## src/hdl/text_console_engine_unit_macros.svh

```systemverilog
// Assertion macros used by the back stage of the text console engine.
`ifndef TEXT_CONSOLE_ENGINE_UNIT_MACROS_SVH
`define TEXT_CONSOLE_ENGINE_UNIT_MACROS_SVH

// Condition holds in the same cycle.
`define TCE_ASSERT_NOW(lbl, a, c, msg) \
  lbl: assert property (@(posedge clk) disable iff (rst) (a) |-> (c)) else $error(msg);

// Condition holds in the following cycle.
`define TCE_ASSERT_NEXT(lbl, a, c, msg) \
  lbl: assert property (@(posedge clk) disable iff (rst) (a) |=> (c)) else $error(msg);

`endif

```

## src/hdl/tce_pkg.sv

```systemverilog
// Package with types, codes and constants of the text console engine.
`timescale 1ns / 1ps
package tce_pkg;

  localparam int DEF_MAX_COLS = 128;
  localparam int DEF_MAX_ROWS = 32;
  localparam int FIFO_DEPTH   = 2;
  localparam int CFG_IDX_W    = 1;
  localparam int CFG_DATA_W   = 8;

  localparam logic [CFG_IDX_W-1:0] REG_COLS = 1'd0;
  localparam logic [CFG_IDX_W-1:0] REG_ROWS = 1'd1;

  localparam logic [3:0] CMD_PUT_CHAR  = 4'd0;
  localparam logic [3:0] CMD_PUT_CELL  = 4'd1;
  localparam logic [3:0] CMD_SET_CUR   = 4'd2;
  localparam logic [3:0] CMD_CLR_SCR_C = 4'd3;
  localparam logic [3:0] CMD_CLR_SCR_F = 4'd4;
  localparam logic [3:0] CMD_CLR_LN_C  = 4'd5;
  localparam logic [3:0] CMD_CLR_LN_F  = 4'd6;
  localparam logic [3:0] CMD_SCROLL    = 4'd7;
  localparam logic [3:0] CMD_READ      = 4'd8;
  localparam logic [3:0] CMD_NEWLINE   = 4'd9;
  localparam logic [3:0] CMD_SKIP      = 4'd10;

  typedef enum logic [3:0] {
    OP_PUT_CHAR, OP_PUT_CELL, OP_SET_CUR, OP_CLR_SCR, OP_CLR_LINE,
    OP_SCROLL, OP_READ, OP_NEWLINE, OP_SKIP, OP_NOP
  } op_t;

  typedef enum logic [1:0] {WM_COPY, WM_FILL_CHAR, WM_FILL_CELL} walk_mode_t;

  typedef enum logic [1:0] {ST_IDLE, ST_WALK, ST_READ, ST_RESP} back_state_t;

  typedef struct packed {
    op_t               op;
    logic              full;
    logic [7:0]        ch;
    logic [7:0]        attr;
    logic signed [8:0] col;
    logic signed [6:0] row;
    logic signed [6:0] shift;
  } item_t;

endpackage

```

## src/hdl/tce_fifo.sv

```systemverilog
// Short queue of decoded items between the front and back stages.
`timescale 1ns / 1ps
module tce_fifo import tce_pkg::*; #(
  parameter int DEPTH = FIFO_DEPTH
) (
  input  logic  clk,
  input  logic  rst,
  input  logic  push,
  input  item_t push_item,
  output logic  push_ready,
  output logic  head_valid,
  output item_t head,
  input  logic  pop
);

  localparam int IW = $clog2(DEPTH);
  localparam int CW = $clog2(DEPTH + 1);

  item_t         slots [DEPTH];
  logic [IW-1:0] wp;
  logic [IW-1:0] rp;
  logic [CW-1:0] count;
  logic          do_push;
  logic          do_pop;

  assign push_ready = count != CW'(DEPTH);
  assign head_valid = count != '0;
  assign head       = slots[rp];
  assign do_push    = push && push_ready;
  assign do_pop     = pop && head_valid;

  always_ff @(posedge clk) begin
    if (rst) begin
      wp    <= '0;
      rp    <= '0;
      count <= '0;
    end else begin
      if (do_push) begin
        wp <= (wp == IW'(DEPTH - 1)) ? '0 : wp + IW'(1);
      end
      if (do_pop) begin
        rp <= (rp == IW'(DEPTH - 1)) ? '0 : rp + IW'(1);
      end
      if (do_push && !do_pop) begin
        count <= count + CW'(1);
      end else if (do_pop && !do_push) begin
        count <= count - CW'(1);
      end
    end
    if (do_push) begin
      slots[wp] <= push_item;
    end
  end

endmodule

```

## config.mk

```make
export PLATFORM = sky130hd
export DESIGN_NAME = tce_fifo
export DESIGN_NICKNAME = d
export VERILOG_FILES = /design/src/hdl/text_console_engine_unit_macros.svh /design/src/hdl/tce_pkg.sv /design/src/hdl/tce_fifo.sv
export SDC_FILE = /design/constraint.sdc
export NUM_CORES = 1
export LEC_CHECK = 0
export BUFFER_PORTS_ARGS = -buffer_cell sky130_fd_sc_hd__buf_2
export CORE_MARGIN = 3
export CORE_UTILIZATION = 43
export DETAILED_ROUTE_END_ITERATION = 8
export MAX_ROUTING_LAYER = met4
export PLACE_DENSITY = 0.65
export SLEW_MARGIN = 20
export SYNTH_ARGS = -nofsm -noshare
export SYNTH_HDL_FRONTEND = slang
export SYNTH_SLANG_ARGS = --single-unit
```

## constraint.sdc

```tcl
create_clock -name clk -period 2.7 [get_ports clk]
set_input_delay 0.405 -clock clk [delete_from_list [all_inputs] [get_ports clk]]
set_output_delay 0.405 -clock clk [all_outputs]
set_load 0.01 [all_outputs]
```

==> reports/metrics.yaml, run 1 <==
logic_synthesis:
  synth_top_area_share_pct: 77.9
  synth_seq_area_share_pct: 80.8
  synth_area_um2: 3390
  ys_types: 18
  syn_nets: 210
  synth.largest_area_cell: "edfxtp_1"
  synth-seq-cells: 93
  yosysWarningCount: 0
  syn_area_per_cell_um2: 21.1
  netlist_instances: 161
  synthTopCellsByArea: "edfxtp_1 78%, mux2_2 15%, dfxtp_1 2.9%"
cts:
  cts_tree: "built"
  clk_latency_ps: 340
  clk_pin_slew_ps: 90
  clock-sinks: 93
  post_cts_resized: 0
  cts_buffer_depth: 2
  post-cts-setup-buffer-count: 0
  cts_buffers: 9
  root_buffer: "clkbuf_8"
  cts_max_level: 3
  cts_hold_buf: 0
routing:
  wl_per_cell_um: 15.5
  wirelength_um: 5710
  avgViaCountPerCell: 4.75
  drt_pass1_iterations: 4
  drc: 0
  drt_iter0_drc: 70
  num_vias: 1742
  postRouteAntennaNets: 0
global_route:
  antenna_found_initial: 0
  grt_pass1_wl_um: 8480
  grt_overflow_total: 0
  grt_usage_pct: 13.3
  grt_max_degree: 26
  grt_pass1_vias: 1774
worst_setup_path:
  slowest_stage: "dfxtp_2"
  worstReg2RegStart: "count[0]"
  crit_required_ps: 2300
  path_cells: "buf_12, mux2_2, buf_2"
  worst_setup_path_start_kind: "register"
  crit_path_max_incr_delay_ps: 670
  cp_max_fo: 25
  worstSetupPathType: "register to output pin"
  end_kind: "output pin"
  arrival_ps: 1780
power:
  total_power_mw: 3.72
  ir_worst_vdd_mv: 0.495
  p_leak_nw: 1.57
  power_density_nw_per_um2: 884
placed_design:
  dp_cells: 351
  gp_congestion: 0.695
  dpl-instance-area_um2: 4010
  pre_cts_ws_ps: 866
  dp_hpwl_um: 3820
  io_buffers: 93
timing:
  fin_crit_sh_pct: 80.8
  tightest_slew_ps: 559
  rsz0062_at_grt: "false"
  slew_viol_final: 0
  setup_violations: 0
  hold_violations: 0
  slew_headroom_pct: 62.7
  max_freq_mhz: 459
  skew_ps: 5.40
  fin_setup_tns_ps: 0
  setup_slack_ps: 519
  fin_crit_ps: 2180
min_path:
  hold_class: "input port to register"
  hp-start: "push_item[24]"
final_layout:
  insertedDiodeCount: 0
  final_common_cell: "buf_2"
  final_cell_area_um2: 4210
  drive_above_1_share_pct: 60.1
  area_delta_synth_final_pct: 24.1
  nNetsFinal: 312
  final_cell_mix: "93 x buf_2, 88 x edfxtp_1, 44 x mux2_2"
  final_cells: 367
floorplan:
  die-area_um2: 8990
  core-area_um2: 7450
  row_count: 31
  die_y_um: 94.8
  die_width_um: 94.8
  num_io_pins: 94
  start_util_pct: 45.6
job:
  cap_viol_max_count: 0
status:
  status: "completed"
layout make-up:
cell class	instances	area, µm²
Fill cell	634	3240
Inverter	1	3.75
Sequential cell	93	2740
Timing Repair Buffer	96	526
Multi-Input combinational cell	62	616
Clock inverter	7	75.1
Clock buffer	9	124
Tap cell	99	124
report_power, final:
group	total, mW	internal, mW	switching [mW]
sequential	1.89	1.80	0.0927
combinational	0.938	0.472	0.466
clock	0.889	0.430	0.459
kinds of logic after synthesis:
kind of cell / count (synthesis) / synth area share (%)
compound gates: 5 / 0.885
xor+xnor: 3 / 0.774
fa+ha+maj: 1 / 0.369
buf+inv: 6 / 1.07
flops: 93 / 80.8
mux: 44 / 14.6
simple gates: 9 / 1.48
cell usage after synthesis:
library cell	n
o21ai_0	2
buf_2	2
nand2b_1	1
buf_4	3
and3_1	1
inv_1	1
edfxtp_1	88
nor2_1	3
dfxtp_1	5
a21oi_1	2
a21bo_2	1
nand3b_1	1
mux2_2	44
and2_1	1
or3_1	1
ha_1	1
xor2_1	3
or2_2	1
worst max-delay path: cells and delay by family, from the launching register on:
family,cells,cell delay (ps)
buffers and inverters,2,390
flip-flops,1,670
multiplexers,1,360
registers in the layout, indices dropped and copies added (netlist names), named ones only:
| name | flops |
|---|---|
| wp | 1 |
| count | 2 |
| rp | 1 |
| slots | 88 |
through the flow:
| step | hold slack [ps] | util, % |
|---|---|---|
| finish | 246 | 56.6 |
| global route | 207 | 56.6 |
| CTS | 228 | 56.6 |
| detailed placement | 490 | 53.9 |
| global placement | 491 | 53.9 |
| floorplan | 471 | - |
layer usage:
metal / up-vias / global-route usage, % / part of all wire (%)
met5: - / - / 0
met4: 0 / 6.25 / 0.77
met3: 5 / 4.06 / 7.0
met2: 68 / 20.2 / 50
met1: 836 / 16.3 / 42
li1: 833 / - / -
worst paths after layout:
kind / slack [ps] / to / cells after the start
worst min register to register: 510 / register / 2
worst min-delay path: 250 / slots[0][24] / 1
worst max-delay path: 520 / head[10] / 3
worst max register to register: 880 / slots[1][37] / 3
No activity file was read; power rests on OpenSTA's default activity.
==> inputs of run 2 (changes only) <==
Clock period 2.7 ns to 2.2 ns, I/O delays scaled along.
==> reports/metrics.yaml, run 2 (synthesis gave the netlist of run 1 again) <==
global_route:
  grt_pass1_wl_um: 8750  # +3.2%
  grt_max_degree: 45  # +73%
  antenna_found_initial: 0  # unchanged
  grt_overflow_total: 0  # unchanged
  grt_usage_pct: 13.7  # +0.46 points
  grt_pass1_vias: 1809  # +2.0%
floorplan:
  die_width_um: 94.8  # unchanged
  die_y_um: 94.8  # unchanged
  core-area_um2: 7450  # unchanged
  row_count: 31  # unchanged
  die-area_um2: 8990  # unchanged
  start_util_pct: 45.6  # unchanged
  num_io_pins: 94  # unchanged
routing:
  drt_iter0_drc: 74  # +5.7%
  drt_pass1_iterations: 4  # unchanged
  postRouteAntennaNets: 0  # unchanged
  drc: 0  # unchanged
  wirelength_um: 5860  # +2.6%
  num_vias: 1744  # +0.11%
  wl_per_cell_um: 15.9  # +2.4%
  avgViaCountPerCell: 4.74  # -0.16%
worst_setup_path:
  crit_required_ps: 1870  # -430 ps
  end_kind: "output pin"
  worst_setup_path_start_kind: "register"
  critPathBufInv: 2  # unchanged
  slowest_stage: "mux2_2"
  path_delay_family: "buffers and inverters"
  path_cells: "buf_4, mux2_2, buf_2"
  worstSetupPathType: "register to output pin"
  arrival_ps: 1540  # -240 ps
  cp_max_fo: 26  # +4.0%
  crit_path_max_incr_delay_ps: 390  # -280 ps
timing:
  slew_headroom_pct: 75.6  # +13 points
  setup_violations: 0  # unchanged
  skew_ps: 4.70  # -0.699 ps
  fin_crit_ps: 1870
  slew_viol_final: 0  # unchanged
  fin_setup_tns_ps: 0  # unchanged
  max_freq_mhz: 536
  hold_violations: 0  # unchanged
  tightest_slew_ps: 366  # -193 ps
  fin_crit_sh_pct: 84.9
  rsz0062_at_grt: "false"
power:
  p_switching_mw: 1.23  # +20%
  pwr-share-clk_pct: 25.3  # +1.4 points
  total_power_mw: 4.63  # +24%
  ir_worst_vdd_mv: 0.486  # -1.8%
  p_leak_nw: 1.58  # +0.81%
  pwr-share-seq_pct: 49.1  # -1.8 points
  power_density_nw_per_um2: 1100  # +25%
  p_sw_share_pct: 26.5  # -0.87 points
  intPower_mw: 3.41  # +26%
  combPwrFrac_pct: 25.7  # +0.5 points
cts:
  root_buffer: "clkbuf_8"
  cts_tree: "built"
  clock-sinks: 93  # unchanged
  cts_buffers: 9  # unchanged
  clk_latency_ps: 340  # about the same
  clk_pin_slew_ps: 80  # about the same
  cts_hold_buf: 0  # unchanged
  cts_buffer_depth: 2  # unchanged
  post-cts-setup-buffer-count: 0  # unchanged
  post_cts_resized: 0  # unchanged
  cts_max_level: 3  # unchanged
status:
  status: "completed"
final_layout:
  largestRegisters: "slots (88), count (2)"
  final_cell_area_um2: 4210  # -0.12%
  final_cell_mix: "93 x buf_2, 88 x edfxtp_1, 44 x mux2_2"
  largest_register: "slots"
  insertedDiodeCount: 0  # unchanged
  largest_reg_flops: 88  # unchanged
  area_delta_synth_final_pct: 24.0
  drive_above_1_share_pct: 59.1  # -0.97 points
  final_common_cell: "buf_2"
  nNetsFinal: 314  # +0.64%
job:
  cap_viol_max_count: 0  # unchanged
placed_design:
  dp_hpwl_um: 3780  # -0.86%
  io_buffers: 93  # unchanged
  dpl-instance-area_um2: 4000  # -0.25%
  gp_congestion: 0.707  # +1.7%
min_path:
  hold_class: "input port to register"
-- run 2: power groups by stage --
stage                     clock network [mW]  registers, mW  logic (mW)
final                                   1.17           2.27        1.19
after floorplan                            0           2.30       0.772
after detailed placement                   0           2.31        1.21
after global routing                    1.28           2.29        1.30
after CTS                               1.21           2.27        1.22
after global placement                     0           2.30        1.21
-- run 2: area by class of cell --
type | instances | area [µm²]
Clock buffer | 10 | 128
Tap cell | 99 | 124
Inverter | 1 | 3.75
Clock inverter | 5 | 76.3
Multi-Input combinational cell | 62 | 616
Sequential cell | 93 | 2740
Fill cell | 613 | 3240
Timing Repair Buffer | 98 | 515
-- run 2: metal layers --
metal  track usage, %  vias up  part of all wire [%]
li1                 -      832                     -
met1             16.3      845                    43
met2             21.6       61                    49
met3             3.35        6                   6.5
met4             7.57        0                   1.3
met5                -        -                     0
-- run 2: path summary, 6_finish.rpt --
path                  from            to  slack, ps  cells after the start
min reg2reg       count[1]      count[1]        520                      2
max               register      head[40]        330                      3
min          push_item[35]  slots[0][35]        170                      1
max reg2reg       count[0]      count[1]        580                      5
-- run 2: per-stage QoR --
stage / hold slack, ps / setup WS [ps] / instances / utilization [%]
floorplan: 399 / 51.9 / 161 / -
global placement: 486 / 642 / 353 / 53.7
detailed placement: 494 / 592 / 353 / 53.7
CTS: 145 / 289 / 368 / 56.5
global route: 150 / 257 / 368 / 56.5
finish: 169 / 333 / 368 / 56.5
==> inputs of run 3 (changes only) <==
Settings changed: PLACE_DENSITY 0.65 to 0.67.
Clock period 2.2 ns to 1.6 ns, I/O delays scaled along.
==> reports/metrics.yaml, run 3 (synthesis gave the netlist of run 1 again) <==
final_layout:
  largest_reg_flops: 88  # unchanged
  largest_register: "slots"
  drive_above_1_share_pct: 61.4  # +2.3 points
  final_common_cell: "edfxtp_1"
  area_delta_synth_final_pct: 30.6
  largestRegisters: "slots (88), count (2)"
  final_cells: 371  # +0.82%
  nNetsFinal: 316  # +0.64%
  nFillCells: 587  # -4.2%
  final_cell_mix: "88 x edfxtp_1, 76 x buf_2, 27 x mux2_2"
  final_cell_area_um2: 4430  # +5.4%
  fin_util_pct: 59.5  # +3.0 points
  insertedDiodeCount: 0  # unchanged
global_route:
  grt_max_degree: 29  # -36%
  antenna_found_initial: 0  # unchanged
  grt_pass1_wl_um: 8560  # -2.1%
  grt_overflow_total: 0  # unchanged
  grt_usage_pct: 13.4  # -0.31 points
  grt_pass1_vias: 1779  # -1.7%
worst_setup_path:
  worstSetupPathType: "register to output pin"
  rrSetupSlack_ps: 80  # -500 ps
  worstReg2RegStart: "count[0]"
  crit_required_ps: 1360  # -510 ps
  worst_setup_path_start_kind: "register"
  path_cells: "buf_12, mux2_2, buf_2"
  cp_max_fo: 26  # unchanged
  slowest_stage: "dfxtp_4"
  arrival_ps: 1410  # -130 ps
  end_kind: "output pin"
  crit_path_max_incr_delay_ps: 380  # about the same
floorplan:
  die_width_um: 94.8  # unchanged
  start_util_pct: 45.6  # unchanged
  core-area_um2: 7450  # unchanged
  die-area_um2: 8990  # unchanged
  row_count: 31  # unchanged
  die_y_um: 94.8  # unchanged
  num_io_pins: 94  # unchanged
power:
  combPwrFrac_pct: 31.5  # +5.8 points
  p_leak_nw: 1.68  # +6.5%
  pwr-share-seq_pct: 48.2  # -0.9 points
  total_power_mw: 6.54  # +41%
  p_switching_mw: 1.80  # +47%
  ir_worst_vdd_mv: 0.958  # +97%
  p_sw_share_pct: 27.5  # +1.0 points
  pwr-share-clk_pct: 20.3  # -5.0 points
  power_density_nw_per_um2: 1470  # +34%
  intPower_mw: 4.74  # +39%
routing:
  avgViaCountPerCell: 4.75  # +0.27%
  postRouteAntennaNets: 0  # unchanged
  wirelength_um: 5810  # -0.77%
  drt_iter0_drc: 45  # -39%
  drt_pass1_iterations: 4  # unchanged
  wl_per_cell_um: 15.7  # -1.6%
  num_vias: 1763  # +1.1%
  drc: 0  # unchanged
timing:
  setup_violations: 27  # +27
  max_freq_mhz: 606
  tightest_slew_ps: 313  # -52.6 ps
  setup_slack_ps: -49.9  # -383 ps
  fin_crit_sh_pct: 103
  skew_ps: 8.83  # +4.13 ps
  holdWs_ps: 74.0  # -94.8 ps
  slew_headroom_pct: 79.0  # +3.4 points
  rsz0062_at_grt: "true"
  hold_violations: 0  # unchanged
  slew_viol_final: 0  # unchanged
  fin_crit_ps: 1650
  fin_setup_tns_ps: -1040  # -1040 ps
placed_design:
  io_buffers: 93  # unchanged
  dp_cells: 355  # +0.57%
  gp_congestion: 0.646  # -8.6%
  dp_hpwl_um: 3860  # +2.1%
  pre_cts_ws_ps: 51.3  # -541 ps
  dpl-instance-area_um2: 4080  # +1.9%
cts:
  clk_latency_ps: 350  # about the same
  cts_max_level: 3  # unchanged
  root_buffer: "clkbuf_8"
  post-cts-setup-buffer-count: 0  # unchanged
  cts_buffers: 9  # unchanged
  clock-sinks: 93  # unchanged
  clk_pin_slew_ps: 90  # about the same
  cts_buffer_depth: 2  # unchanged
  cts_hold_buf: 0  # unchanged
  cts_tree: "built"
min_path:
  hp-start: "push_item[27]"
  hold_class: "input port to register"
status:
  status: "complete, but fails checks"
  violations: "setup timing"
job:
  cap_viol_max_count: 0  # unchanged
==> run 3: final timing paths <==
| path | to | cells past startpoint |
|---|---|---|
| worst min-delay path | slots[0][27] | 1 |
| worst max-delay path | head[23] | 3 |
| worst max register to register | count[1] | 6 |
| worst min register to register | register | 2 |
==> run 3: final cells by class <==
type	count	area (µm²)	area share [%]
tap	99	124	2.79
multi-input combinational	62	699	15.8
timing repair buffer	100	687	15.5
clock buffer	10	128	2.88
clock inverter	6	38.8	0.875
inverter	1	7.51	0.169
sequential	93	2750	62.0
==> run 3: per-layer routing <==
layer / wire [µm] / global-route usage, % / up-vias / share of wire (%)
li1: - / - / 838 / -
met2: 2910 / 21.8 / 58 / 50
met4: 94 / 6.49 / 0 / 1.6
met5: 0 / - / - / 0
met1: 2490 / 15.5 / 858 / 43
met3: 320 / 3.43 / 9 / 5.5
==> run 3: what timing repair did <==
item,in CTS,in global routing
setup endpoints to repair,44,45
gates cloned,0,0
pin swaps,0,1
gates resized for setup,25,13
==> run 3: critical path, delay by kind of cell, from the launching register on <==
| family | cells | cell delay, ps |
|---|---|---|
| mux | 1 | 360 |
| buf+inv | 2 | 330 |
| flops | 1 | 380 |
==> run 3: power by group through the flow <==
stage | logic (mW) | registers (mW) | clock network [mW]
finish | 2.06 | 3.15 | 1.33
CTS | 1.99 | 3.15 | 1.38
global route | 2.22 | 3.18 | 1.49
global placement | 1.77 | 3.18 | 0
floorplan | 1.08 | 3.17 | 0
detailed placement | 1.77 | 3.20 | 0
