[src/hdl/text_console_engine_unit_macros.svh]
// Assertion macros used by the back stage of the text console engine.
`ifndef TEXT_CONSOLE_ENGINE_UNIT_MACROS_SVH
`define TEXT_CONSOLE_ENGINE_UNIT_MACROS_SVH

// Condition holds in the same cycle.
`define TCE_ASSERT_NOW(lbl, a, c, msg) \
  lbl: assert property (@(posedge clk) disable iff (rst) (a) |-> (c)) else $error(msg);

// Condition holds in the following cycle.
`define TCE_ASSERT_NEXT(lbl, a, c, msg) \
  lbl: assert property (@(posedge clk) disable iff (rst) (a) |=> (c)) else $error(msg);

`endif

[src/hdl/tce_pkg.sv]
// Package with types, codes and constants of the text console engine.
`timescale 1ns / 1ps
package tce_pkg;

  localparam int DEF_MAX_COLS = 128;
  localparam int DEF_MAX_ROWS = 32;
  localparam int FIFO_DEPTH   = 2;
  localparam int CFG_IDX_W    = 1;
  localparam int CFG_DATA_W   = 8;

  localparam logic [CFG_IDX_W-1:0] REG_COLS = 1'd0;
  localparam logic [CFG_IDX_W-1:0] REG_ROWS = 1'd1;

  localparam logic [3:0] CMD_PUT_CHAR  = 4'd0;
  localparam logic [3:0] CMD_PUT_CELL  = 4'd1;
  localparam logic [3:0] CMD_SET_CUR   = 4'd2;
  localparam logic [3:0] CMD_CLR_SCR_C = 4'd3;
  localparam logic [3:0] CMD_CLR_SCR_F = 4'd4;
  localparam logic [3:0] CMD_CLR_LN_C  = 4'd5;
  localparam logic [3:0] CMD_CLR_LN_F  = 4'd6;
  localparam logic [3:0] CMD_SCROLL    = 4'd7;
  localparam logic [3:0] CMD_READ      = 4'd8;
  localparam logic [3:0] CMD_NEWLINE   = 4'd9;
  localparam logic [3:0] CMD_SKIP      = 4'd10;

  typedef enum logic [3:0] {
    OP_PUT_CHAR, OP_PUT_CELL, OP_SET_CUR, OP_CLR_SCR, OP_CLR_LINE,
    OP_SCROLL, OP_READ, OP_NEWLINE, OP_SKIP, OP_NOP
  } op_t;

  typedef enum logic [1:0] {WM_COPY, WM_FILL_CHAR, WM_FILL_CELL} walk_mode_t;

  typedef enum logic [1:0] {ST_IDLE, ST_WALK, ST_READ, ST_RESP} back_state_t;

  typedef struct packed {
    op_t               op;
    logic              full;
    logic [7:0]        ch;
    logic [7:0]        attr;
    logic signed [8:0] col;
    logic signed [6:0] row;
    logic signed [6:0] shift;
  } item_t;

endpackage

[src/hdl/tce_req_if.sv]
// Request channel interface carrying one console command.
`timescale 1ns / 1ps
interface tce_req_if;
  logic              valid;
  logic              ready;
  logic [3:0]        cmd;
  logic [7:0]        ch;
  logic [7:0]        attr;
  logic signed [8:0] col;
  logic signed [6:0] row;
  logic signed [6:0] shift;
  modport source (output valid, cmd, ch, attr, col, row, shift, input ready);
  modport sink (input valid, cmd, ch, attr, col, row, shift, output ready);
endinterface

[src/hdl/tce_front.sv]
// Front stage that accepts commands and decodes them into internal items.
`timescale 1ns / 1ps
module tce_front import tce_pkg::*; (
  input  logic   clk,
  input  logic   rst,
  tce_req_if.sink req,
  output logic   push,
  output item_t  push_item,
  input  logic   push_ready
);

  logic  valid;
  item_t item;
  item_t item_next;

  assign req.ready = !valid || push_ready;
  assign push      = valid;
  assign push_item = item;

  always_comb begin
    item_next.ch    = req.ch;
    item_next.attr  = req.attr;
    item_next.col   = req.col;
    item_next.row   = req.row;
    item_next.shift = req.shift;
    item_next.full  = 1'b0;
    case (req.cmd)
      CMD_PUT_CHAR:  item_next.op = OP_PUT_CHAR;
      CMD_PUT_CELL:  begin
        item_next.op = OP_PUT_CELL;
        item_next.full = 1'b1;
      end
      CMD_SET_CUR:   item_next.op = OP_SET_CUR;
      CMD_CLR_SCR_C: item_next.op = OP_CLR_SCR;
      CMD_CLR_SCR_F: begin
        item_next.op = OP_CLR_SCR;
        item_next.full = 1'b1;
      end
      CMD_CLR_LN_C:  item_next.op = OP_CLR_LINE;
      CMD_CLR_LN_F:  begin
        item_next.op = OP_CLR_LINE;
        item_next.full = 1'b1;
      end
      CMD_SCROLL:    item_next.op = OP_SCROLL;
      CMD_READ:      item_next.op = OP_READ;
      CMD_NEWLINE:   item_next.op = OP_NEWLINE;
      CMD_SKIP:      item_next.op = OP_SKIP;
      default:       item_next.op = OP_NOP;
    endcase
  end

  always_ff @(posedge clk) begin
    if (rst) begin
      valid <= 1'b0;
    end else if (req.ready) begin
      valid <= req.valid;
    end
    if (req.valid && req.ready) begin
      item <= item_next;
    end
  end

endmodule

[src/flat_wrapper.sv]
// flat-port wrapper written by rule: the top's interface ports become plain ports
module tce_front_flat import tce_pkg::*;
  (clk, rst, push, push_item, push_ready, req_valid, req_cmd, req_ch, req_attr, req_col, req_row, req_shift, req_ready);
  tce_req_if req_i ();
  input  logic clk;
  input  logic rst;
  output logic push;
  output item_t push_item;
  input  logic push_ready;
  input wire logic [$bits(req_i.valid)-1:0] req_valid;
  input wire logic [$bits(req_i.cmd)-1:0] req_cmd;
  input wire logic [$bits(req_i.ch)-1:0] req_ch;
  input wire logic [$bits(req_i.attr)-1:0] req_attr;
  input wire logic [$bits(req_i.col)-1:0] req_col;
  input wire logic [$bits(req_i.row)-1:0] req_row;
  input wire logic [$bits(req_i.shift)-1:0] req_shift;
  output wire logic [$bits(req_i.ready)-1:0] req_ready;
  assign req_i.valid = req_valid;
  assign req_i.cmd = req_cmd;
  assign req_i.ch = req_ch;
  assign req_i.attr = req_attr;
  assign req_i.col = req_col;
  assign req_i.row = req_row;
  assign req_i.shift = req_shift;
  assign req_ready = req_i.ready;
  tce_front u_core (.clk(clk), .rst(rst), .req(req_i), .push(push), .push_item(push_item), .push_ready(push_ready));
endmodule
[config.mk]
export PLATFORM = sky130hd
export DESIGN_NAME = tce_front_flat
export DESIGN_NICKNAME = d
export VERILOG_FILES = /design/src/hdl/text_console_engine_unit_macros.svh /design/src/hdl/tce_pkg.sv /design/src/hdl/tce_req_if.sv /design/src/hdl/tce_front.sv /design/src/flat_wrapper.sv
export SDC_FILE = /design/constraint.sdc
export NUM_CORES = 1
export LEC_CHECK = 0
export ABC_AREA = 1
export BUFFER_PORTS_ARGS = -buffer_cell sky130_fd_sc_hd__buf_2
export CAP_MARGIN = 20
export CORE_MARGIN = 2
export CORE_UTILIZATION = 29
export CTS_CLUSTER_SIZE = 10
export DETAILED_ROUTE_END_ITERATION = 8
export PLACE_DENSITY = 0.58
export SYNTH_ARGS = -nofsm -noshare
export SYNTH_HDL_FRONTEND = slang
export SYNTH_SLANG_ARGS = --single-unit
[constraint.sdc]
create_clock -name clk -period 8.4 [get_ports clk]
set_clock_uncertainty 0.05 [all_clocks]
set_input_delay 1.68 -clock clk [delete_from_list [all_inputs] [get_ports clk]]
set_output_delay 1.68 -clock clk [all_outputs]
set_load 0.02 [all_outputs]
==> results.md, run 1 <==
* Fraction of synthesized cell area taken by the top area cell type at 0.9096
* Hold violation total from the final report at 0
* Post-DRT Antenna Nets at 0
* Run status: complete, no violations
* Yosys warning total at 0
* Global placement routability congestion at 0.6875
* Type of element launching the critical path: input pin
* Post-synth top area cell: sky130_fd_sc_hd__edfxtp_1
* Relative contribution of combinational cells to total power at 0.101
* Maximum vdd drop at 0.0001165 V
* Final number of max-transition violations at 0
* Global-route congestion overflow total at 0
* Standard-cell rows at 25
* Wire per inst at 11.98 um
* Number of DRC markers in iteration 0 at 45
* Placeable core area at approximately 4800 um2
* Switching Share at 0.2082
* Tightest Pin Transition at around 0.53 ns
* Count of unresolved DRC violations after routing at 0
* Die Wd at between 70 and 80 um
* Syn Inst Count at 72
* Kind of critical path: input pin to output pin
* Endpoints failing setup at 0
* Number of nets in the layout at 219
* Relative area change from synthesis to final layout at 47.98%
* Net count after synthesis at between 100 and 150
* Number of clock buffers inserted by TritonCTS at 5
* Floorplan die height at 74.78 um
* CTS tree: yes
* Leakage power at 0.9491 nW
* Share of post-route cells with drive strength above 1 at 0.6127
* Clock sink total at 45
* Setup repair after global routing missed its margin: no
* First-pass GRT wire length at 4416 um
* Total power divided by cell area at 234.1 nW/um2
* Cell area after layout at roughly 2100 um2
* Cell area reported after detailed placement at around 2000 um2
* Portion of the post-synthesis area used by sequential elements at 0.9233
* Total routing resource utilization after global routing at 0.1096
* Post_cts resized at 0
* Total iterations of the first detailed-routing run at 4
* Sequential share of power at 0.528
* Count of boundary I/O pins at 93
* Psw at 104.8 uW
* Cell count of the worst hold path at 2
* Leading post-synthesis cells by cell area: sky130_fd_sc_hd__edfxtp_1 (91%), sky130_fd_sc_hd__nand2_1 (2.8%), sky130_fd_sc_hd__dfxtp_1 (1.4%), sky130_fd_sc_hd__inv_1 (1.0%), sky130_fd_sc_hd__nor2_1 (1.0%)
* Maximum number of pins on one net before global-route repair at 45
* Count of buffers added by post-CTS timing repair for setup at 0
* Post-detailed-routing wire length at about 2900 um
* Final-layout setup total negative slack at 0 ns
* Number of antenna violations at the first check in global routing at 0
* Internal power of the cells at 398.5 uW
* Flops & latches, synth at 45
* HP Class: flip-flop to flip-flop
* Arrival time of data at the critical path endpoint at 2.11 ns
* Endpoint class of the critical path: output pin
* Number of vias in the routed layout at slightly below 1000
* Clock period minus final worst setup slack at 3.835 ns
* Number of max-cap violations at 0
* Total die area at between 5000 and 6000 um2
* Depth of the most critical reg-to-reg path at 2
* Worst-path fanout max at 2
* Period utilization at 0.4566
* Worst rel slew slack at 0.6452
* Post-synthesis instance area at around 1500 um2
* Count of unique library cells instantiated by Yosys at 9
* Hold buffers post-CTS at 0
* Clock share of power at 0.371
* Post-Synthesis Mean Instance Area at 20.18 um2
* Number of levels the H-tree was split into at 2
* Vias in the first global route at 970
* Clock Pin Slew Worst Setup and Hold Paths at 0.08 ns
* Bufs on Longest Clock Path at 2
* Number of diodes added for antenna fixing at 0
* Critical Path RT at between 6 and 7 ns
* IO Port Bufs at 92
* Via-to-Cell Ratio at 4.100
* Clock latency of the later-clocked register in the worst-skew pair at 0.29 ns
* FMAX at 260.7 MHz
* Commonest cells after routing, fill and taps aside: sky130_fd_sc_hd__buf_2 (92), sky130_fd_sc_hd__edfxtp_1 (44), sky130_fd_sc_hd__nand2_1 (11)
* Root cell of the clock tree: sky130_fd_sc_hd__clkbuf_8
* Most common cell after layout, fill and taps aside: sky130_fd_sc_hd__buf_2
* Initial Utilization at 0.3035
[final timing paths]
path,startpoint,end,slack (ns)
worst max register to register,u_core.push$_SDFFE_PP0N_,u_core.push_item[18]$_DFFE_PP_,7.01
worst max-delay path,push_ready,req_ready,4.56
worst min register to register,u_core.push$_SDFFE_PP0N_,u_core.push$_SDFFE_PP0N_,0.49
worst min-delay path,u_core.push$_SDFFE_PP0N_,u_core.push$_SDFFE_PP0N_,0.49
[critical path: stages]
cell and delay [ns]:
sky130_fd_sc_hd__buf_2 0.09, sky130_fd_sc_hd__inv_1 0.09, sky130_fd_sc_hd__nand2_1 0.08, sky130_fd_sc_hd__buf_2 0.16
[area by class of cell]
type / instances / area [um2]
Timing Repair Buffer: 93 / 467.9
Multi-Input combinational cell: 21 / 100.1
Clock inverter: 3 / 65.06
Tap cell: 67 / 83.83
Sequential cell: 45 / 1341
Inverter: 6 / 22.52
Fill cell: 440 / 2636
Clock buffer: 5 / 68.82
[routing by layer]
layer | up-vias | GRT usage | wire (um)
met5 | - | 0 | 0
met4 | 0 | 0.04762 | 46
met3 | 7 | 0.06693 | 402
met2 | 64 | 0.1790 | 1424
met1 | 456 | 0.1135 | 1002
li1 | 457 | - | -
[cells by family after synthesis]
logic type	count (synthesis)	share of synthesized area
AOI/OAI and AO/OA	2	0.006891
buffers and inverters	6	0.01550
and+or+nand+nor	19	0.05426
DFF	45	0.9233
[synth_stat cells]
master                      n
sky130_fd_sc_hd__nand2_1   11
sky130_fd_sc_hd__nor2_2     2
sky130_fd_sc_hd__edfxtp_1  44
sky130_fd_sc_hd__inv_2      2
sky130_fd_sc_hd__dfxtp_1    1
sky130_fd_sc_hd__inv_1      4
sky130_fd_sc_hd__nand3_1    2
sky130_fd_sc_hd__nor2_1     4
sky130_fd_sc_hd__a21oi_1    2
[power groups by stage]
stage | combinational, mW | clock, mW | sequential [mW]
after floorplan | 0.00775 | 0 | 0.289
after global placement | 0.0504 | 0 | 0.270
after global routing | 0.0554 | 0.203 | 0.267
after detailed placement | 0.0518 | 0 | 0.271
final | 0.0508 | 0.187 | 0.266
after CTS | 0.0518 | 0.192 | 0.266
[registers in the layout, summed over array words and instances, names as in the netlist]
| name | count |
|---|---|
| u_core.push_item | 44 |
| u_core.push | 1 |
[stage by stage]
step	cells	hold slack [ns]	util	power, mW	worst slack (ns)
2_1_floorplan	72	0.6555	-	0.2969	4.016
3_3_place_gp	232	0.4594	0.4212	0.3208	4.575
3_5_place_dp	232	0.4834	0.4212	0.3227	4.563
4_1_cts	240	0.4981	0.4492	0.5103	4.561
5_1_grt	240	0.5484	0.4492	0.5261	4.520
6_report	240	0.4929	0.4492	0.5033	4.565
(Power assumes the default switching activity.)
==> run 2: changes to the inputs <==
--- a/config.mk
+++ b/config.mk
@@ -12,7 +12,7 @@
 export CORE_UTILIZATION = 29
 export CTS_CLUSTER_SIZE = 10
 export DETAILED_ROUTE_END_ITERATION = 8
-export PLACE_DENSITY = 0.58
+export PLACE_DENSITY = 0.61
 export SYNTH_ARGS = -nofsm -noshare
 export SYNTH_HDL_FRONTEND = slang
 export SYNTH_SLANG_ARGS = --single-unit
==> constraint.sdc (replaced) <==
create_clock -name clk -period 3.31 [get_ports clk]
set_clock_uncertainty 0.05 [all_clocks]
set_input_delay 0.662 -clock clk [delete_from_list [all_inputs] [get_ports clk]]
set_output_delay 0.662 -clock clk [all_outputs]
set_load 0.02 [all_outputs]
==> run 2 against run 1 <==
Net effect: sequential power rose to 2.5 times the previous value; first-iteration DRC count fell by 58%; worst setup slack got worse by 3.1 ns; final cell count did not move; routed wire length fell by 2.7%; combinational power rose to 2.5 times the previous value; critical endpoint unchanged; largest cell class unchanged.
==> results.md, run 2 (synthesis gave the netlist of run 1 again) <==
* Run status: complete, no violations
* Clock Pin Slew Worst Setup and Hold Paths at 0.08 ns (about the same)
* Final-layout setup total negative slack at 0 ns (unchanged)
* Met2 layer usage reported by global route at 0.1524 (-0.02655)
* Fraction of met3 tracks used by global routing at 0.08032 (+0.01339)
* Period utilization at 0.5471
* Number of levels the H-tree was split into at 2 (unchanged)
* Number of max-cap violations at 0 (unchanged)
* Area of combinational cells with multiple inputs at 100.1 um2 (unchanged)
* Global placement routability congestion at 0.7441 (+8.2%)
* Leakage power at 0.9383 nW (-1.1%)
* Total area of sequential cells at 1341 um2 (unchanged)
* Worst Hold Margin at 0.4672 ns (-0.02569 ns)
* FMAX at 552.2 MHz
* Total routing resource utilization after global routing at 0.1026 (-0.007007)
* Number of vias in the routed layout at 936 (-4.9%)
* Initial Utilization at 0.3035 (unchanged)
* Total power at 1.220 mW (+140%)
* Worst slack after detailed placement at 1.466 ns (-3.097 ns)
* Finished Core Util at 0.4463 (-0.002875)
* Critical Path RT at 2.60 ns (-4.07 ns)
* Relative contribution of combinational cells to total power at 0.105 (+0.004)
* Placeable core area at 4786 um2 (unchanged)
* CTS tree: yes
* Total iterations of the first detailed-routing run at 3 (-1)
* IO Port Bufs at 92 (unchanged)
* Via-to-Cell Ratio at 3.900 (-4.9%)
* Global-route congestion overflow total at 0 (unchanged)
* Count of boundary I/O pins at 93 (unchanged)
* Bufs on Longest Clock Path at 2 (unchanged)
* Final number of max-transition violations at 0 (unchanged)
* Kind of critical path: input pin to output pin
* Post_cts resized at 0 (unchanged)
* Tightest Pin Transition at 0.5357 ns (+0.003465 ns)
* Post-DRT Antenna Nets at 0 (unchanged)
* Number of clock buffers inserted by TritonCTS at 5 (unchanged)
* Hold violation total from the final report at 0 (unchanged)
* Die Wd at 74.78 um (unchanged)
* Setup repair after global routing missed its margin: no
* Most common cell after layout, fill and taps aside: sky130_fd_sc_hd__buf_2
* Relative area change from synthesis to final layout at 47.03%
* Endpoint class of the critical path: output pin
* Total die area at 5591 um2 (unchanged)
* Share of post-route cells with drive strength above 1 at 0.6127 (unchanged)
* HP Class: input pin to flip-flop
* Maximum number of pins on one net before global-route repair at 45 (unchanged)
* Worst path slowest cell: sky130_fd_sc_hd__buf_2
* Arrival time of data at the critical path endpoint at 1.10 ns (-1.01 ns)
* Highest cell delay on the worst timing path at 0.16 ns (about the same)
* Standard-cell rows at 25 (unchanged)
* Clock latency of the later-clocked register in the worst-skew pair at 0.29 ns (about the same)
* First-pass GRT wire length at 4071 um (-7.8%)
* Switching Share at 0.2159 (+0.007703)
* Vias in the first global route at 915 (-5.7%)
* Floorplan die height at 74.78 um (unchanged)
* Worst rel slew slack at 0.6429 (-0.002310)
* Filler Cells Inserted at 451 (+2.5%)
* Commonest cells after routing, fill and taps aside: sky130_fd_sc_hd__buf_2 (92), sky130_fd_sc_hd__edfxtp_1 (44), sky130_fd_sc_hd__nand2_1 (11)
* Total power divided by cell area at 571.3 nW/um2 (+140%)
* Wire per inst at 11.66 um (-2.7%)
* Psw at 263.5 uW (+150%)
* Met1 usage in global routing at 0.1067 (-0.006720)
* Root cell of the clock tree: sky130_fd_sc_hd__clkbuf_8
* Post-detailed-routing wire length at 2798 um (-2.7%)
* Number of DRC markers in iteration 0 at 19 (-58%)
* Clock sink total at 45 (unchanged)
* Number of diodes added for antenna fixing at 0 (unchanged)
* Worst-path fanout max at 2 (unchanged)
* Hold buffers post-CTS at 0 (unchanged)
* Worst Slack Setup Final at 1.499 ns (-3.065 ns)
* Endpoints failing setup at 0 (unchanged)
* Total half-perimeter wirelength after legalization and detailed placement at between 2000 and 2500 um
* Number of antenna violations at the first check in global routing at 0 (unchanged)
* Number of flip-flops under the largest register name at 44 (unchanged)
* Clock period minus final worst setup slack at 1.811 ns
* Number of nets in the layout at 219 (unchanged)
* Maximum vdd drop at 0.0002653 V (+130%)
* Count of buffers added by post-CTS timing repair for setup at 0 (unchanged)
* Cells along the critical path: buf_2 > inv_1 > nand2_1 > buf_2
* Count of unresolved DRC violations after routing at 0 (unchanged)
* Global-route layer with the greatest usage: met2
* Internal power of the cells at 956.7 uW (+140%)
* Type of element launching the critical path: input pin
* Sequential share of power at 0.552 (+0.024)
* Cell repeated most along the worst path: sky130_fd_sc_hd__buf_2
* Clock share of power at 0.343 (-0.028)
## run 2: cell types whose count changed in the layout (fill, tap and decap cells not counted), sizes merged
cell | before | now
bufinv | 2 | 1
clkbuf | 5 | 6
clkinv | 1 | 0
clkinvlp | 0 | 1
## run 2: power groups by stage
stage          clock [mW]  combinational [mW]  sequential (mW)
6_report            0.418               0.129            0.673
5_1_grt             0.456               0.141            0.677
4_1_cts             0.434               0.131            0.674
3_5_place_dp            0               0.132            0.686
3_3_place_gp            0               0.130            0.686
2_1_floorplan           0              0.0201            0.733
## run 2: through the flow
step | cells | cell area [um2]
floorplan | 72 | 1456
global placement | 232 | 2016
detailed placement | 232 | 2016
CTS | 240 | 2136
global route | 240 | 2136
finish | 240 | 2136
## run 2: final cells by class
cell class              instances  area share
multi-input cells              21     0.04687
inverters                       6     0.01054
flip-flops and latches         45      0.6280
clock buffers                   6     0.03866
clock inverters                 2     0.01757
well taps                      67     0.03925
repair buffers                 93      0.2191
## run 2: path summary, 6_finish.rpt
path / startpoint / to / slack, ns / cells past startpoint
max: push_ready / req_ready / 1.50 / 4
min: rst / u_core.push$_SDFFE_PP0N_ / 0.47 / 2
max reg2reg: u_core.push$_SDFFE_PP0N_ / u_core.push_item[30]$_DFFE_PP_ / 1.91 / 2
min reg2reg: u_core.push$_SDFFE_PP0N_ / u_core.push$_SDFFE_PP0N_ / 0.50 / 2
## run 2: critical path, delay by kind of cell
family,cells,cell delay (ns)
simple gates,1,0.08
buf+inv,3,0.35
## run 2: routing by layer
metal,up-vias,part of all wire
met4,0,0.018
met5,-,0
met1,410,0.33
li1,461,-
met3,6,0.16
met2,59,0.49
==> run 3: changes to the inputs <==
--- a/config.mk
+++ b/config.mk
@@ -12,7 +12,7 @@
 export CORE_UTILIZATION = 29
 export CTS_CLUSTER_SIZE = 10
 export DETAILED_ROUTE_END_ITERATION = 8
-export PLACE_DENSITY = 0.61
+export PLACE_DENSITY = 0.58
 export SYNTH_ARGS = -nofsm -noshare
 export SYNTH_HDL_FRONTEND = slang
 export SYNTH_SLANG_ARGS = --single-unit
==> constraint.sdc (replaced) <==
create_clock -name clk -period 1.9 [get_ports clk]
set_clock_uncertainty 0.05 [all_clocks]
set_input_delay 0.38 -clock clk [delete_from_list [all_inputs] [get_ports clk]]
set_output_delay 0.38 -clock clk [all_outputs]
set_load 0.02 [all_outputs]
==> run 3 against run 2 <==
Net effect: utilization increased by 0.55 points; sequential share of layout area is 0.76 points lower; via count is 2.6% higher; design area up 1.2%; routed wire length is 4.5% higher; power grew 83%; hold slack worse by 0.28 ns; largest cell class unchanged; highest routed layer unchanged.
==> results.md, run 3 (synthesis gave the netlist of run 1 again) <==
* Area of combinational cells with multiple inputs at 100.1 um2 (unchanged)
* Number of DRC markers in iteration 0 at 37 (+18)
* HP Class: input pin to flip-flop
* Clock latency of the later-clocked register in the worst-skew pair at 0.29 ns (about the same)
* Total routing resource utilization after global routing at 0.1089 (+0.006283)
* Floorplan die height at 74.78 um (unchanged)
* Flop2flop setup slack at 0.75 ns (-1.16 ns)
* Total area of sequential cells at 1341 um2 (unchanged)
* IO Port Bufs at 92 (unchanged)
* Number of clock buffers inserted by TritonCTS at 5 (unchanged)
* Count of boundary I/O pins at 93 (unchanged)
* Worst rel slew slack at 0.8491 (+0.2062)
* Most common cell after layout, fill and taps aside: sky130_fd_sc_hd__buf_2
* Worst hold path endpoint: u_core.push$_SDFFE_PP0N_
* Kind of critical path: flip-flop to output pin
* Startpoint of the lowest-slack register-to-register path: u_core.push$_SDFFE_PP0N_
* Initial Utilization at 0.3035 (unchanged)
* FMAX at 732.7 MHz
* Number of nets in the layout at 219 (unchanged)
* Startpoint of the worst hold path: rst
* Critical Path RT at 1.47 ns (-1.13 ns)
* Global placement routability congestion at 0.6940 (-6.7%)
* Maximum vdd drop at 0.0005638 V (+110%)
* Endpoints failing setup at 0 (unchanged)
* Commonest cells after routing, fill and taps aside: sky130_fd_sc_hd__buf_2 (92), sky130_fd_sc_hd__edfxtp_1 (44), sky130_fd_sc_hd__nand2_1 (11)
* Clock period minus final worst setup slack at 1.365 ns
* Filler Cells Inserted at 441 (-2.2%)
* Endpoint class of the critical path: output pin
* Depth of the most critical reg-to-reg path at 2 (unchanged)
* Wire per inst at 12.18 um (+4.5%)
* End of the worst register-to-register path: u_core.push_item[24]$_DFFE_PP_
* Arrival time of data at the critical path endpoint at 0.93 ns (-0.17 ns)
* Relative area change from synthesis to final layout at 48.84%
* Clock Pin Slew Worst Setup and Hold Paths at 0.08 ns (about the same)
* Cell count of the worst hold path at 2 (unchanged)
* Number of vias in the routed layout at 960 (+2.6%)
* Root cell of the clock tree: sky130_fd_sc_hd__clkbuf_8
* Count of unresolved DRC violations after routing at 0 (unchanged)
* Number of diodes added for antenna fixing at 0 (unchanged)
* Run status: complete, no violations
* Final number of max-transition violations at 0 (unchanged)
* Bufs on Longest Clock Path at 2 (unchanged)
* Post-DRT Antenna Nets at 0 (unchanged)
* Maximum number of pins on one net before global-route repair at 45 (unchanged)
* Total half-perimeter wirelength after legalization and detailed placement at 2262 um (+4.8%)
* Post-detailed-routing wire length at 2923 um (+4.5%)
* Hold violation total from the final report at 0 (unchanged)
* Met1 usage in global routing at 0.09632 (-0.01041)
* Total iterations of the first detailed-routing run at 3 (unchanged)
* Clock sink total at 45 (unchanged)
* Total die area at 5591 um2 (unchanged)
* Die Wd at 74.78 um (unchanged)
* CTS tree: yes
* Count of buffers added by post-CTS timing repair for setup at 0 (unchanged)
* Period utilization at 0.7183
* Hold buffers post-CTS at 0 (unchanged)
* Placeable core area at 4786 um2 (unchanged)
* Standard-cell rows at 25 (unchanged)
* Number of antenna violations at the first check in global routing at 0 (unchanged)
* Global-route layer with the greatest usage: met2
* Number of flip-flops under the largest register name at 44 (unchanged)
* Met2 layer usage reported by global route at 0.1858 (+0.03343)
* Fraction of met3 tracks used by global routing at 0.08032 (unchanged)
* Final-layout setup total negative slack at 0 ns (unchanged)
* Vias in the first global route at 1019 (+11%)
* Placed cells at 232 (unchanged)
* Worst-path fanout max at 3 (+1)
* Total power divided by cell area at 1031 nW/um2 (+80%)
* Tightest Pin Transition at 0.2264 ns (-0.3093 ns)
* Share of post-route cells with drive strength above 1 at 0.6127 (unchanged)
* Leakage power at 0.9534 nW (+1.6%)
* First-pass GRT wire length at 4381 um (+7.6%)
* Post_cts resized at 0 (unchanged)
* Number of levels the H-tree was split into at 2 (unchanged)
* Global-route congestion overflow total at 0 (unchanged)
* Number of max-cap violations at 0 (unchanged)
* Setup repair after global routing missed its margin: no
* Final cell count without fillers at 240 (unchanged)
* Type of element launching the critical path: flip-flop
* Via-to-Cell Ratio at 4.000 (+2.6%)
## run 3: cell types whose count changed in the layout (fill, tap and decap cells not counted), sizes merged
cell      before  now
bufinv         1    2
clkbuf         6    5
clkinv         0    1
clkinvlp       1    0
## run 3: how the worst max path moves through the flow
stage	endpoint	slack, ns	depth (start not counted)	start
4_1_cts	req_ready	0.51	2	u_core.push$_SDFFE_PP0N_
5_1_grt	req_ready	0.48	2	u_core.push$_SDFFE_PP0N_
3_5_place_dp	u_core.push_item[17]$_DFFE_PP_	0.59	4	req_valid
3_3_place_gp	u_core.push_item[8]$_DFFE_PP_	0.62	4	push_ready
2_1_floorplan	u_core.push_item[0]$_DFFE_PP_	0.23	2	push_ready
6_report	req_ready	0.54	2	u_core.push$_SDFFE_PP0N_
## run 3: cell type report
type | instances | area share
Tap cell | 67 | 0.03877
Sequential cell | 45 | 0.6204
Clock buffer | 5 | 0.03183
Timing Repair Buffer | 93 | 0.2222
Clock inverter | 3 | 0.03009
Inverter | 6 | 0.01042
Multi-Input combinational cell | 21 | 0.04630
## run 3: worst max-delay path, cell delays in order, from the launching register on
cell and delay (ns):
sky130_fd_sc_hd__dfxtp_1 0.40, sky130_fd_sc_hd__nand2_1 0.09, sky130_fd_sc_hd__buf_2 0.16
## run 3: through the flow
| step | cell area, um2 | worst slack (ns) | utilization | power [mW] | hold slack [ns] |
|---|---|---|---|---|---|
| after floorplan | 1464 | 0.2320 | - | 1.312 | 0.3991 |
| after global placement | 2028 | 0.6191 | 0.4238 | 1.422 | 0.4562 |
| after detailed placement | 2028 | 0.5933 | 0.4238 | 1.431 | 0.4800 |
| after CTS | 2162 | 0.5136 | 0.4518 | 2.262 | 0.1682 |
| after global routing | 2162 | 0.4753 | 0.4518 | 2.317 | 0.1752 |
| final | 2162 | 0.5352 | 0.4518 | 2.229 | 0.1832 |
## run 3: routing by layer
layer | up-vias | wire length (um)
li1 | 459 | -
met1 | 435 | 944
met2 | 60 | 1485
met3 | 6 | 446
met4 | 0 | 46
met5 | - | 0
## run 3: power by group
group	switching [mW]	total (mW)	internal, mW	leakage, nW
clock	0.304	0.826	0.522	0.0681
combinational	0.146	0.230	0.0837	0.451
sequential	0.0140	1.17	1.16	0.435
